==> src/rtl/core/ftpt_pkg.sv <==
// Package for the flow table packet tracker core.
// Holds result status codes, register indexes and FNV constants; no dependencies.
package ftpt_pkg;

  typedef enum logic [1:0] {
    STATUS_DROP    = 2'd0,
    STATUS_NO_SYN  = 2'd1,
    STATUS_RECORD  = 2'd2,
    STATUS_OVERCAP = 2'd3
  } status_e;

  localparam logic [1:0] REG_EVICT_MODE = 2'd0;
  localparam logic [1:0] REG_RNG_SEED   = 2'd1;
  localparam logic [1:0] REG_UDP_IDLE   = 2'd2;

  localparam logic [31:0] FNV_OFFSET = 32'h811c9dc5;
  localparam logic [31:0] FNV_PRIME  = 32'h01000193;
  localparam logic [31:0] SEED_RESET = 32'h12345678;
  localparam int unsigned HEX_DIGITS = 26;

  // Lower-case hex character of one nibble.
  function automatic logic [7:0] hex_char(input logic [3:0] nib);
    hex_char = (nib < 4'd10) ? (8'h30 + {4'd0, nib}) : (8'h57 + {4'd0, nib});
  endfunction

endpackage

==> src/rtl/core/ftpt_hash.sv <==
// Iterative FNV-1a 32 over the 26-digit hex key string, one digit a cycle.
// Uses ftpt_pkg for the FNV constants and the hex character function.
module ftpt_hash (
  input  logic         clk_i,
  input  logic         rst_ni,
  input  logic         start_i,
  input  logic [103:0] key_i,
  output logic         done_o,
  output logic [31:0]  hash_o
);
  import ftpt_pkg::*;

  logic [103:0] sh_q, sh_d;
  logic [31:0]  h_q, h_d;
  logic [4:0]   cnt_q, cnt_d;
  logic         busy_q, busy_d;
  logic         done_q, done_d;

  always_comb begin
    sh_d   = sh_q;
    h_d    = h_q;
    cnt_d  = cnt_q;
    busy_d = busy_q;
    done_d = 1'b0;
    if (start_i) begin
      sh_d   = key_i;
      h_d    = FNV_OFFSET;
      cnt_d  = 5'd0;
      busy_d = 1'b1;
    end else if (busy_q) begin
      // one digit: xor character, multiply by the prime
      h_d   = (h_q ^ {24'd0, hex_char(sh_q[103:100])}) * FNV_PRIME;
      sh_d  = {sh_q[99:0], 4'd0};
      cnt_d = cnt_q + 5'd1;
      if (cnt_q == 5'(HEX_DIGITS - 1)) begin
        busy_d = 1'b0;
        done_d = 1'b1;
      end
    end
  end

  always_ff @(posedge clk_i or negedge rst_ni) begin
    if (!rst_ni) begin
      busy_q <= 1'b0;
      done_q <= 1'b0;
      cnt_q  <= '0;
    end else begin
      busy_q <= busy_d;
      done_q <= done_d;
      cnt_q  <= cnt_d;
    end
  end

  always_ff @(posedge clk_i) begin
    sh_q <= sh_d;
    h_q  <= h_d;
  end

  assign done_o = done_q;
  assign hash_o = h_q;
endmodule

==> config.mk <==
export PLATFORM = sky130hd
export DESIGN_NAME = ftpt_hash
export DESIGN_NICKNAME = d
export VERILOG_FILES = /design/src/rtl/core/ftpt_pkg.sv /design/src/rtl/core/ftpt_hash.sv
export SDC_FILE = /design/constraint.sdc
export NUM_CORES = 1
export LEC_CHECK = 0
export BUFFER_PORTS_ARGS = -buffer_cell sky130_fd_sc_hd__clkbuf_2
export CORE_MARGIN = 2
export CORE_UTILIZATION = 53
export DETAILED_ROUTE_END_ITERATION = 8
export HOLD_SLACK_MARGIN = 0.08
export PLACE_DENSITY = 0.74
export SLEW_MARGIN = 0
export SYNTH_ARGS = -nofsm -noshare
export SYNTH_HDL_FRONTEND = slang
export SYNTH_SLANG_ARGS = --single-unit
==> constraint.sdc <==
create_clock -name clk_i -period 11.8 [get_ports clk_i]
set_input_delay 2.36 -clock clk_i [delete_from_list [all_inputs] [get_ports clk_i]]
set_output_delay 2.36 -clock clk_i [all_outputs]
set_load 0.01 [all_outputs]
==> results.toml, run 1 <==
[status]
outcome = "finished clean"

[setup_path]
reg2reg_slack_ps = 5600
cp_max_fo = 6
critPathKind = "reg2reg"
r2r-end = "hash_o[24]"
cp-start-kind = "flip-flop"
worstSetupEndpointType = "flip-flop"
ff2ff_path_depth = 21
cp.arrival_ps = 6470
cp.required_ps = 12070
timing.rr.start = "sh_q[102]"

[cells_and_area]
nets = 1532
area_delta_synth_final_pct = 13.5
n_antenna_cell = 0
layout-drive-gt1-share_pct = 24.3

[synthesis]
syn_avg_cell_area_um2 = 11.3
yosys.cell_count.top_type = "inv_1"
synth_common_cells = "212 x inv_1, 188 x ha_1, 104 x edfxtp_1"
synth_nets = 1391
ys_top_cells_by_area = "edfxtp_1 27%, ha_1 20%, fa_1 13%"
async_flop_share_pct = 4.90
syn-cell-area_um2 = 11600
netlist.area_leader.share_pct = 26.9
yosys.area.top_type = "edfxtp_1"
yosysWarnings = 0
synth-edff-count = 104
synth_ff_type = "edfxtp_1"
yosysUniqueCellTypes = 59
synthCells = 1022
ys_ff_latch = 143
yosysSeqAreaShare_pct = 34.0

[floorplan]
initial_core_util_pct = 53.6
num_rows = 54
dieHeight_um = 152
ioPinCount = 140
die_area_um2 = 23100
die_w_um = 152
coreArea_um2 = 21600

[worst_hold_path]
holdPathEnd = "hash_o[5]"
hold-path-cell-count = 2
hold_start = "hash_o[5]"
hold_path.class = "reg2reg"

[global_routing]
first_global_vias = 8167
antenna_found_initial = 0
grt_pass1_wl_mm = 41.3
grt_max_degree = 78
grt_use_total_pct = 22.5
overflow = 0

[run]
cap_violations = 0

[clock_tree]
cts_tree = "yes"
cts-resized-gates = 0
root_buffer = "clkbuf_16"
clock_sinks = 143
cts_setup_buffers = 0
numCtsBuffers = 17
worstSkewPairLatency_ps = 420
cts_max_level = 4
cts_buffer_depth = 2
clk_pin_slew_worst_paths_ps = 60
hold_buffers = 0

[timing]
period_needed_ps = 6200
max-slew-margin-rel_pct = 36.6
fin_skew_ps = 7.03
report.final.hold_viol_count = 0
worstMarginPinSlew_ps = 950
drv_slew = 0
fin_setup_tns_ps = 0
max_freq_mhz = 161
fin_crit_sh_pct = 52.5
rsz0062_at_grt = "false"
setup_viol = 0

[placement]
gp_congestion = 0.873
dp_hpwl_mm = 19.2
portBuffers = 139

[detailed_routing]
wl_per_cell_um = 17.1
drt-total-wl_mm = 24.8
avgViaCountPerCell = 5.29
drtAntennaViolNets = 0
detail_route.iter0.violations = 456
vias = 7704
dr.pass1.iters = 5
post-route-drc-count = 0
cells by family (layout without fill, tap and decap cells):
kind of cell | after synthesis | after routing | share of synthesized area [%]
AOI/OAI and AO/OA | 116 | 116 | 6.86
xor gates and xnor gates | 48 | 48 | 3.63
muxes | 110 | 110 | 10.6
adders and majority gates | 262 | 262 | 33.1
and+or+nand+nor | 108 | 108 | 4.27
DFF | 143 | 143 | 34.0
buffers and inverters | 235 | 389 | 7.61
cell usage in the layout (no fill, tap or decap), types with 29 or more instances in the layout:
master | Yosys | layout
inv_1 | 212 | 212
ha_1 | 188 | 188
clkbuf_2 | 0 | 138
edfxtp_1 | 104 | 104
mux2_2 | 100 | 100
fa_1 | 74 | 74
nor2_1 | 40 | 40
dfxtp_1 | 32 | 32
xnor2_1 | 30 | 30
a21oi_1 | 29 | 29
critical path, stage by stage (launching register included):
cell and delay, ps:
edfxtp_1 430, o21ai_1 420, a21oi_1 140, xnor2_1 370, ha_1 310, ha_1 290
fa_1 480, ha_1 210, fa_1 480, ha_1 280, inv_1 50, fa_1 540
inv_1 40, ha_1 340, a21oi_1 150, o21ai_1 170, or2_0 240, o21a_2 230
o41a_1 420, o31ai_2 240, xor2_1 170, o21ai_1 60
state kept, by name (all words and copies together) (netlist names):
signal,cells
done_o,1
cnt_q,5
hash_o,32
sh_q,104
busy_q,1
area by class of cell:
class / instances / area [um^2]
clock inverters: 15 / 124
multi-input cells: 644 / 6780
flip-flops and latches: 143 / 3940
well taps: 280 / 350
fillers: 1773 / 8470
clock buffers: 17 / 425
repair buffers: 144 / 736
inverters: 213 / 800
stage by stage:
| step | hold slack, ps | instances | setup WS (ps) | util [%] | instance area, um^2 |
|---|---|---|---|---|---|
| 3_5_place_dp | 532 | 1424 | 5610 | 58.3 | 12600 |
| 4_1_cts | 541 | 1456 | 5610 | 60.8 | 13200 |
| 5_1_grt | 561 | 1456 | 5230 | 60.8 | 13200 |
| 2_1_floorplan | 505 | 1022 | 6110 | - | 11600 |
| 6_report | 543 | 1456 | 5600 | 60.8 | 13200 |
| 3_3_place_gp | 523 | 1424 | 5800 | 58.3 | 12600 |
worst max-delay path by stage:
stage	start	to	slack (ps)	cells past startpoint
global route	sh_q[102]	hash_o[24]	5230	21
finish	sh_q[102]	hash_o[24]	5600	21
floorplan	sh_q[102]	hash_o[24]	6110	21
CTS	sh_q[102]	hash_o[24]	5610	21
detailed placement	sh_q[102]	hash_o[24]	5610	21
global placement	sh_q[102]	hash_o[24]	5800	21
metal layers:
metal	vias up	global-route usage (%)	wire length, um	part of all wire [%]
met3	32	4.42	1440	5.8
met5	-	0	0	0
met4	0	6.50	475	1.9
met2	191	36.6	11700	47
li1	3737	-	-	-
met1	3744	30.8	11300	45
Power of run 1 is left out: the tool's default activity adds up to more than one toggle a clock period on the data nets, which glitch-free logic cannot reach.
==> run 2: changes to the inputs <==
ABC_AREA = 1   (was unset)
PLACE_DENSITY = 0.73   (was 0.74)
clock period = 5.93 ns   (was 11.8 ns; I/O delays follow)
==> results.toml, run 2 <==
[clock_tree]
cts_buffer_depth = 2
cts_max_level = 4
clock_sinks = 143
worstSkewPairLatency_ps = 420
numCtsBuffers = 17
cts_setup_buffers = 0
root_buffer = "clkbuf_16"
cts_tree = "yes"
hold_buffers = 0
cts-resized-gates = 0
clk_pin_slew_worst_paths_ps = 60

[timing]
fin_crit_sh_pct = 95.2
report.final.hold_viol_count = 0
period_needed_ps = 5650
rsz0062_at_grt = "false"
max_freq_mhz = 177
max-slew-margin-rel_pct = 32.7
fin_skew_ps = 8.23
worstMarginPinSlew_ps = 1010
drv_slew = 0
setup_viol = 0
fin_setup_tns_ps = 0
whs_ps = 486
worst_slack_ps = 283

[floorplan]
die_area_um2 = 24100
dieHeight_um = 155
initial_core_util_pct = 53.8
ioPinCount = 140
die_w_um = 155
num_rows = 55
coreArea_um2 = 22600

[detailed_routing]
dr.pass1.iters = 6
detail_route.iter0.violations = 651
vias = 9537
post-route-drc-count = 0
avgViaCountPerCell = 5.09
wl_per_cell_um = 15.7
drtAntennaViolNets = 0
drt-total-wl_mm = 29.4

[setup_path]
cp_max_fo = 6
worstSetupEndpointType = "flip-flop"
timing.rr.start = "sh_q[102]"
cp-start-kind = "flip-flop"
cpPeakStageDelay_ps = 530
critPathKind = "reg2reg"
cp.required_ps = 6290
cp.arrival_ps = 6010
r2r-end = "hash_o[28]"
crit_top_cell = "ha_1"
ff2ff_path_depth = 25
critical_path.slowest_cell = "fa_1"
reg2reg_slack_ps = 280

[placement]
place_inst = 1840
dp_hpwl_mm = 23.1
gp_congestion = 0.942
dp_worst_setup_slack_ps = 84.4
portBuffers = 139

[synthesis]
syn-cell-area_um2 = 12100
synthCells = 1431
netlist.area_leader.share_pct = 25.7
yosysWarnings = 0
ys_ff_latch = 143
yosys.area.top_type = "edfxtp_1"
synth-edff-count = 104
synth_ff_type = "edfxtp_1"
yosysUniqueCellTypes = 45
ys_top_cells_by_area = "edfxtp_1 26%, ha_1 19%, nand2_1 14%"
syn_avg_cell_area_um2 = 8.49
synth_common_cells = "469 x nand2_1, 263 x inv_1, 188 x ha_1"
yosys.cell_count.top_type = "nand2_1"
synth_nets = 1800
yosysSeqAreaShare_pct = 32.4
async_flop_share_pct = 4.90

[cells_and_area]
largest_reg_flops = 104
regMostFlops = "sh_q"
layout-drive-gt1-share_pct = 13.5
n_antenna_cell = 0
final_cell_mix = "469 x nand2_1, 262 x inv_1, 188 x ha_1, 138 x clkbuf_2, 104 x edfxtp_1"
stdcell_count = 1872
layout_commonest_cell = "nand2_1"
area_delta_synth_final_pct = 13.5
nets = 1943

[global_routing]
first_global_vias = 9648
grt_max_degree = 100
antenna_found_initial = 1
overflow = 0
grt_use_total_pct = 25.4
grt_pass1_wl_mm = 47.9

[worst_hold_path]
hold_path.class = "reg2reg"
holdPathEnd = "cnt_q[4]"
hold-path-cell-count = 1
hold_start = "cnt_q[4]"

[run]
cap_violations = 0

[status]
outcome = "finished clean"
==> run 2: cell types whose count changed after synthesis, moves of 6 or more <==
cell / change
inv_1: +51
nor2_1: +18
a21oi_1: +19
and2_1: -6
mux2_2: -100
nand2_1: +441
a211oi_1: -6
mux2i_1: -9
a21o_1: -11
xnor2_1: -20
nand3_1: +32
==> run 2: layer usage <==
metal,up-vias,global-route usage (%),routed length [um]
li1,4797,-,-
met1,4441,33.6,13200
met2,248,43.3,14200
met3,49,3.54,1310
met4,2,8.08,688
met5,-,0,13
==> run 2: through the flow <==
step,cell area [um^2],util [%]
after global routing,13800,61.1
after detailed placement,13200,58.4
after global placement,13200,58.4
final,13800,61.1
after floorplan,12100,-
after CTS,13800,61.0
==> run 2: cell families after synthesis <==
logic type,share of synthesized area [%]
AOI/OAI and AO/OA,4.91
xor gates and xnor gates,1.86
adders and majority gates,31.6
buffers and inverters,9.17
DFF,32.4
and+or+nand+nor,20.0
==> run 2: area by class of cell <==
class | instances | area (um^2)
fill | 1949 | 8780
multi-input combinational | 993 | 7110
sequential | 143 | 3940
inverter | 266 | 1000
timing repair buffer | 153 | 803
clock buffer | 18 | 429
tap | 285 | 357
clock inverter | 14 | 145
==> run 2: how the worst max path moves through the flow <==
stage,startpoint,endpoint,cells after the start
after floorplan,sh_q[101],hash_o[23],24
after global routing,sh_q[102],hash_o[20],25
after global placement,sh_q[102],hash_o[28],23
final,sh_q[102],hash_o[28],25
after detailed placement,sh_q[102],hash_o[28],23
after CTS,sh_q[102],hash_o[28],23
==> run 2: worst max-delay path, delay by kind of cell, from the launching register on <==
kind,cells,cell delay [ps]
buffers and inverters,5,500
XOR/XNOR,1,260
AND/OR/NAND/NOR,7,720
flip-flops,1,470
adder cells (fa/ha/maj),8,2840
AO/OA/AOI/OAI,4,770
Power of run 2 is left out for the same reason.
==> run 3: changes to the inputs <==
PLACE_DENSITY = 0.84   (was 0.73)
==> results.toml, run 3 (same netlist as run 2, synthesis figures left out) <==
[setup_path]
critical_path.slowest_cell = "fa_1"
worstSetupEndpointType = "flip-flop"
cpPeakStageDelay_ps = 530
crit_top_cell = "ha_1"
ff2ff_path_depth = 23
crit_chain = "o21a_4 -> inv_2 -> nand2_1 -> xor2_2 -> ha_1 -> ha_1 -> fa_1 -> ha_1 -> fa_1 -> ha_1 -> inv_1 -> fa_1 -> inv_1 -> ha_1 -> nand2_2 -> nor2_1 -> nand2_1 -> nand3_2 -> nand2_1 -> nand3_1 -> nand3_1 -> nand3_1 -> nand2_1"
cp_max_fo = 6
reg2reg_slack_ps = 330
r2r-end = "hash_o[31]"
critPathKind = "reg2reg"
cp.required_ps = 6250
timing.rr.start = "sh_q[102]"
cp-start-kind = "flip-flop"
cp.arrival_ps = 5920

[run]
cap_violations = 0

[global_routing]
antenna_found_initial = 0
grt_use_met2_pct = 43.6
grt_max_degree = 83
grt_pass1_wl_mm = 48.9
grt-busiest-layer = "met2"
grt_use_total_pct = 25.7
first_global_vias = 10100
overflow = 0
use_met3_pct = 5.13
grt_use_met1_pct = 32.1

[detailed_routing]
detail_route.iter0.violations = 592
wl_per_cell_um = 16.0
post-route-drc-count = 0
drtAntennaViolNets = 0
dr.pass1.iters = 5
avgViaCountPerCell = 5.23
vias = 9778
drt-total-wl_mm = 30.0

[worst_hold_path]
hold-path-cell-count = 1
hold_path.class = "reg2reg"
holdPathEnd = "cnt_q[4]"
hold_start = "cnt_q[4]"

[clock_tree]
worstSkewPairLatency_ps = 420
clk_pin_slew_worst_paths_ps = 70
cts_buffer_depth = 2
clock_sinks = 143
cts_tree = "yes"
numCtsBuffers = 17
root_buffer = "clkbuf_16"
cts_setup_buffers = 0
cts_max_level = 4
hold_buffers = 0

[timing]
period_needed_ps = 5600
fin_setup_tns_ps = 0
max_freq_mhz = 178
worstMarginPinSlew_ps = 991
worst_slack_ps = 327
report.final.hold_viol_count = 0
fin_crit_sh_pct = 94.5
drv_slew = 0
fin_skew_ps = 9.46
setup_viol = 0
max-slew-margin-rel_pct = 33.9
rsz0062_at_grt = "false"

[floorplan]
dieHeight_um = 155
die_w_um = 155
ioPinCount = 140
die_area_um2 = 24100
coreArea_um2 = 22600
num_rows = 55
initial_core_util_pct = 53.8

[cells_and_area]
final_util_pct = 60.9
layout-drive-gt1-share_pct = 13.3
area_delta_synth_final_pct = 13.2
final_cell_mix = "469 x nand2_1, 262 x inv_1, 188 x ha_1, 138 x clkbuf_2, 104 x edfxtp_1"
largest_reg_flops = 104
regMostFlops = "sh_q"
nets = 1941
layout_commonest_cell = "nand2_1"
n_fill_cell = 1890

[placement]
dp_hpwl_mm = 23.4
dp_worst_setup_slack_ps = 179
portBuffers = 139
gp_congestion = 0.956

[status]
outcome = "finished clean"
[run 3: cell count changes in the layout (fill, tap and decap cells not counted), sizes merged]
cell / previous run / this run
clkbuf: 156 / 155
clkinvlp: 2 / 0
diode: 0 / 1
clkinv: 3 / 9
buf: 15 / 13
inv: 274 / 270
[run 3: worst max path at each step]
stage / start / cells past startpoint / endpoint / slack, ps
after floorplan: sh_q[101] / 24 / hash_o[23] / 840
after global placement: sh_q[102] / 23 / hash_o[22] / 230
after detailed placement: sh_q[101] / 24 / hash_o[22] / 180
after CTS: sh_q[102] / 23 / hash_o[22] / 140
after global routing: sh_q[100] / 24 / hash_o[31] / 2
final: sh_q[102] / 23 / hash_o[31] / 330
[run 3: metrics by stage]
step / cells / area (um^2) / hold slack (ps)
floorplan: 1431 / 12100 / 434
global placement: 1838 / 13200 / 458
detailed placement: 1838 / 13200 / 477
CTS: 1869 / 13700 / 487
global route: 1869 / 13700 / 500
finish: 1870 / 13800 / 493
[run 3: cell type report]
| type | instances | area (um^2) | area share (%) |
|---|---|---|---|
| multi-input combinational | 993 | 7110 | 51.7 |
| inverter | 266 | 1000 | 7.28 |
| tap | 285 | 357 | 2.59 |
| sequential | 143 | 3940 | 28.6 |
| clock inverter | 14 | 131 | 0.955 |
| antenna | 1 | 2.50 | 0.0182 |
| timing repair buffer | 151 | 788 | 5.73 |
| clock buffer | 17 | 425 | 3.09 |
[run 3: what timing repair did]
action	4_1_cts	5_1_grt
setup endpoints to repair	0	16
hold endpoints to repair	0	0
gates resized for setup	0	5
[run 3: metal layers]
layer,wire length (um),share of wire (%)
met1,12900,43
met2,14400,48
met3,1630,5.4
met4,1110,3.7
met5,0,0
[run 3: worst max-delay path: cells and delay by family, from the launching register on]
kind                     cells  cell delay (ps)
adder cells (fa/ha/maj)      8             3010
AND/OR/NAND/NOR             10             1190
flip-flops                   1              470
XOR/XNOR                     1              370
AO/OA/AOI/OAI                1              290
buffers and inverters        3              180
Power of run 3 is left out for the same reason.
